<file path="src/hdl/chuf_pkg.sv">
// Shared types, constants and sizes for the canonical Huffman encoder.
package chuf_pkg;

    localparam int NUM_SYMBOLS  = 256;
    localparam int SYM_W        = $clog2(NUM_SYMBOLS);
    localparam int MAX_CODE_LEN = 16;
    localparam int LEN_W        = 5;
    localparam int CODE_W       = 16;
    localparam int CNT_W        = SYM_W + 1;
    localparam int ACC_W        = MAX_CODE_LEN + 1;
    localparam int SUM_W        = SYM_W + MAX_CODE_LEN;

    localparam logic [SUM_W-1:0] KRAFT_LIMIT = SUM_W'(1) << MAX_CODE_LEN;

    typedef enum logic [1:0] {
        ACT_LOAD   = 2'd0,
        ACT_BUILD  = 2'd1,
        ACT_ENCODE = 2'd2,
        ACT_NONE   = 2'd3
    } action_t;

    typedef enum logic [1:0] {
        ST_OK        = 2'd0,
        ST_KRAFT     = 2'd1,
        ST_NOT_BUILT = 2'd2
    } status_t;

    typedef enum logic [2:0] {
        S_IDLE,
        S_ENC,
        S_KRAFT,
        S_FIRST,
        S_ASSIGN,
        S_RESP
    } state_t;

    typedef struct packed {
        action_t            action;
        logic [SYM_W-1:0]   symbol;
        logic [LEN_W-1:0]   length;
    } in_item_t;

    typedef struct packed {
        logic [CODE_W-1:0]  code_word;
        logic [LEN_W-1:0]   code_length;
        status_t            status;
    } out_item_t;

    typedef struct packed {
        logic               wr;
        logic [SYM_W-1:0]   waddr;
        logic [LEN_W-1:0]   wdata;
        logic [SYM_W-1:0]   raddr;
    } len_req_t;

    typedef struct packed {
        logic               wr;
        logic [SYM_W-1:0]   waddr;
        logic [CODE_W-1:0]  wdata;
        logic [SYM_W-1:0]   raddr;
    } code_req_t;

endpackage

</file>
<file path="src/hdl/chuf_len_store.sv">
// Code length memory with per-entry valid bits; unwritten entries read as zero.
module chuf_len_store (
    input  logic                        clk,
    input  logic                        rst_n,
    input  chuf_pkg::len_req_t          req,
    output logic [chuf_pkg::LEN_W-1:0]  length
);

    logic [chuf_pkg::LEN_W-1:0]       mem [chuf_pkg::NUM_SYMBOLS];
    logic [chuf_pkg::NUM_SYMBOLS-1:0] vld_reg;
    logic [chuf_pkg::LEN_W-1:0]       q_reg;
    logic                             q_vld_reg;

    always_ff @(posedge clk)
    begin
        if (req.wr)
        begin
            mem[req.waddr] <= req.wdata;
        end
        q_reg <= mem[req.raddr];
    end

    always_ff @(posedge clk or negedge rst_n)
    begin
        if (!rst_n)
        begin
            vld_reg   <= '0;
            q_vld_reg <= 1'b0;
        end
        else
        begin
            if (req.wr)
            begin
                vld_reg[req.waddr] <= 1'b1;
            end
            q_vld_reg <= vld_reg[req.raddr];
        end
    end

    assign length = q_vld_reg ? q_reg : '0;

endmodule

</file>
<file path="config.mk">
export PLATFORM = sky130hd
export DESIGN_NAME = chuf_len_store
export DESIGN_NICKNAME = d
export VERILOG_FILES = /design/src/hdl/chuf_pkg.sv /design/src/hdl/chuf_len_store.sv
export SDC_FILE = /design/constraint.sdc
export NUM_CORES = 2
export LEC_CHECK = 0
export BUFFER_PORTS_ARGS = -buffer_cell sky130_fd_sc_hd__buf_4
export CAP_MARGIN = 15
export CORE_MARGIN = 1.5
export CORE_UTILIZATION = 55
export CTS_CLUSTER_SIZE = 10
export DETAILED_ROUTE_END_ITERATION = 10
export HOLD_SLACK_MARGIN = 0.15
export PLACE_DENSITY = 0.73
export SETUP_SLACK_MARGIN = 0.5
export SLEW_MARGIN = 20
export SYNTH_ARGS = -nofsm -noshare
export SYNTH_HDL_FRONTEND = slang
export SYNTH_SLANG_ARGS = --single-unit
</file>
<file path="constraint.sdc">
create_clock -name clk -period 1.91 [get_ports clk]
set_clock_uncertainty 0.15 [all_clocks]
set_input_delay 0.382 -clock clk [delete_from_list [all_inputs] [get_ports clk]]
set_output_delay 0.382 -clock clk [all_outputs]
set_load 0.01 [all_outputs]
</file>
==> results.toml <==
[yosys]
synthCells = 3186
syn_nets = 3210
synth-seq-cells = 1542
postSynth.asyncResetShare = 0.1667
yosysTopAreaCellShare = 0.6368
synth_area_um2 = 60360
yosys.cell_types.count = 44
yosys_most_used_dff = "edfxtp_1"
synth_edf_count = 1280
synth_area_leaders = "edfxtp_1 64%, mux4_2 13%, dfrtp_1 11%"
yosysSeqAreaShare = 0.7450
netlist.top_cell.by_area = "edfxtp_1"
yosysWarnings = 0
avgSynthCellArea_um2 = 18.95

[power]
power_leakage_nw = 26.30
p_seq_frac = 0.512
p_clk_frac = 0.416
switching_power_mw = 15.99
cellInternalPower_mw = 56.78
power.total_mw = 72.77
ir_drop_mv = 0.8725
comb_power_share = 0.071
power_density_nw_per_um2 = 979.7
switching_share = 0.2197

[route]
route.vias.total = 33577
route.detailed.drc = 0
via_per_inst = 6.320
wire_per_inst_um = 29.57
ant_nets = 0
wl_um = 157100
drtIter0Drc = 3779
drt_first_pass_iters = 7

[placement]
placedCellCount = 4977
dpl.hpwl_um = 105400
post_dp_cell_area_um2 = 68590
gp_congestion = 0.9145
portBuffers = 28

[floorplanning]
dieArea_um2 = 111700
core_um2 = 108900
dieWidth_um = 334.3
ioPinCount = 29
fp-row-count = 121
dieHeight_um = 334.3
initial_core_util = 0.5545

[cells_and_area]
layout.nets = 3774
syn2layout_area_growth_pct = 23.06
stdcell_count = 5313
fin_area_um2 = 74280
largest_reg_flops = 1280
drive_gt1_frac = 0.4142
final_util = 0.6824

[setup_path]
worst_path_max_delay_cell = "mux4_2"
critical_path_class = "reg2reg"
cp_num_buf_inv = 1
critical-path-max-stage-delay_ps = 560
crit_path_end_kind = "register"
setup.worst_path.start = "mem[191][2]"
arrival_ps = 2940
crit_fanout = 1
required_ps = 2400
path_cells = "mux4_2 > a22oi_2 > nand2_2 > a32o_2 > a221oi_4 > buf_4 > o211ai_1"
r2r_start = "mem[191][2]"
critical_path.top_delay_family = "compound AO/OA/AOI/OAI gates"
setup.worst_path.start_class = "register"

[timing]
fin_ws_ps = -535.6
rsz0062_at_grt = "true"
finalMaxSlewViolations = 0
max_slew_margin = 0.2716
period_share = 1.280
hold_viol = 0
worstMarginPinSlew_ps = 1084
holdWs_ps = 15.64
max_freq_mhz = 408.9
post-route-min-period_ps = 2446
setup_viol = 11

[clock_network]
cts.sinks = 1542
clockBufferDepth = 3
cts-root-buf = "clkbuf_16"
clock_latency_ps = 780
postCtsHoldBufs = 7
h-tree-depth = 4
cts_tree = "built"
clk_pin_slew_ps = 60
cts_made_buffers = 173

[grt]
antenna_found_initial = 4
grtUsageTotal = 0.2883
grt_max_degree = 86
grt_pass1_vias = 35255
grt_first_pass_wirelength_um = 234200
grt_overflow = 0

[outcome]
status = "finished with violations"
violations = "negative setup slack"

[hold_path]
min_path_type = "in2async"

[job]
drv_cap = 0
[power groups by stage]
stage               clock network (mW)  logic [mW]  registers [mW]
floorplan                            0        2.66            37.8
global placement                     0        4.84            37.9
detailed placement                   0        4.98            37.9
CTS                               30.5        5.14            37.3
global route                      31.8        5.43            37.3
finish                            30.3        5.19            37.3
[path summary, 6_finish.rpt]
path | slack [ps] | depth (start not counted) | endpoint
max in group asynchronous | 940 | 3 | vld_reg[3]
setup / recovery | -540 | 7 | q_reg[2]
min in group clk | 80 | 4 | mem[132][0]
hold reg to reg | 310 | 1 | vld_reg[96]
setup reg to reg | -540 | 7 | q_reg[2]
hold / removal | 20 | 2 | vld_reg[20]
[logic make-up after synthesis]
logic type | synth area share
flops | 0.7450
mux | 0.1481
simple gates | 0.06013
buf+inv | 0.01631
compound gates | 0.03047
[layout make-up]
type,count,area [µm²]
Sequential cell,1542,44970
Fill cell,6565,34570
Multi-Input combinational cell,1460,16520
Timing Repair Buffer,569,5826
Clock buffer,309,4902
Tap cell,1414,1769
Clock inverter,13,276.5
Inverter,4,15.01
Antenna cell,2,5.005
[worst register-to-register path: stages, from the launching register on]
cell and delay (ps):
edfxtp_1 410, mux4_2 560, a22oi_2 220, nand2_2 110, a32o_2 250, a221oi_4 360
buf_4 190, o211ai_1 80
[stage by stage]
stage,setup TNS [ps],worst slack [ps]
finish,-2972,-535.6
global route,-3354,-562.3
CTS,-2957,-526.3
detailed placement,-45000,-1512
global placement,-29470,-1501
floorplan,-2112,-387.2
[cell usage after synthesis, drive strengths merged (4+ instances only)]
master / n
dfxtp: 5
nor2b: 14
a22o: 5
o22ai: 43
mux2i: 118
nand2: 71
edfxtp: 1280
clkbuf: 85
o221ai: 17
nand3: 40
a211oi: 23
o31ai: 5
a32o: 6
a21oi: 45
nand2b: 9
o21ai: 30
a221oi: 13
mux4: 344
nand4: 17
o211ai: 8
and2: 11
nor3: 25
nor2: 273
nor4: 8
a22oi: 60
buf: 95
dfrtp: 257
or2: 258
a311oi: 4
[cell usage in the layout (no fill, tap or decap), types with 59 or more instances in the layout]
cell type and instances:
buf_12 112, buf_4 432, clkbuf_1 132, clkbuf_16 175
dfrtp_1 256, edfxtp_1 1280, mux2i_1 116, mux4_2 344
nand2_1 59, nor2_1 110, nor2_4 162, or2_2 148
or2_4 110
[routing by layer]
| layer | vias to the layer above | GRT usage | wire, µm |
|---|---|---|---|
| li1 | 13850 | - | - |
| met5 | - | 0 | 49 |
| met3 | 326 | 0.05433 | 13740 |
| met4 | 8 | 0.1052 | 5690 |
| met2 | 1689 | 0.4593 | 76470 |
| met1 | 17704 | 0.4026 | 61130 |
[what timing repair did]
action                                 4_1_cts  5_1_grt
cloned                                       1        0
pin swaps                                   19       14
resized for setup                           65       21
setup endpoints to repair                   11       11
endpoints found under the hold margin     1240       34
setup buffers                                4        0
Power figures use the tool's default switching activity.
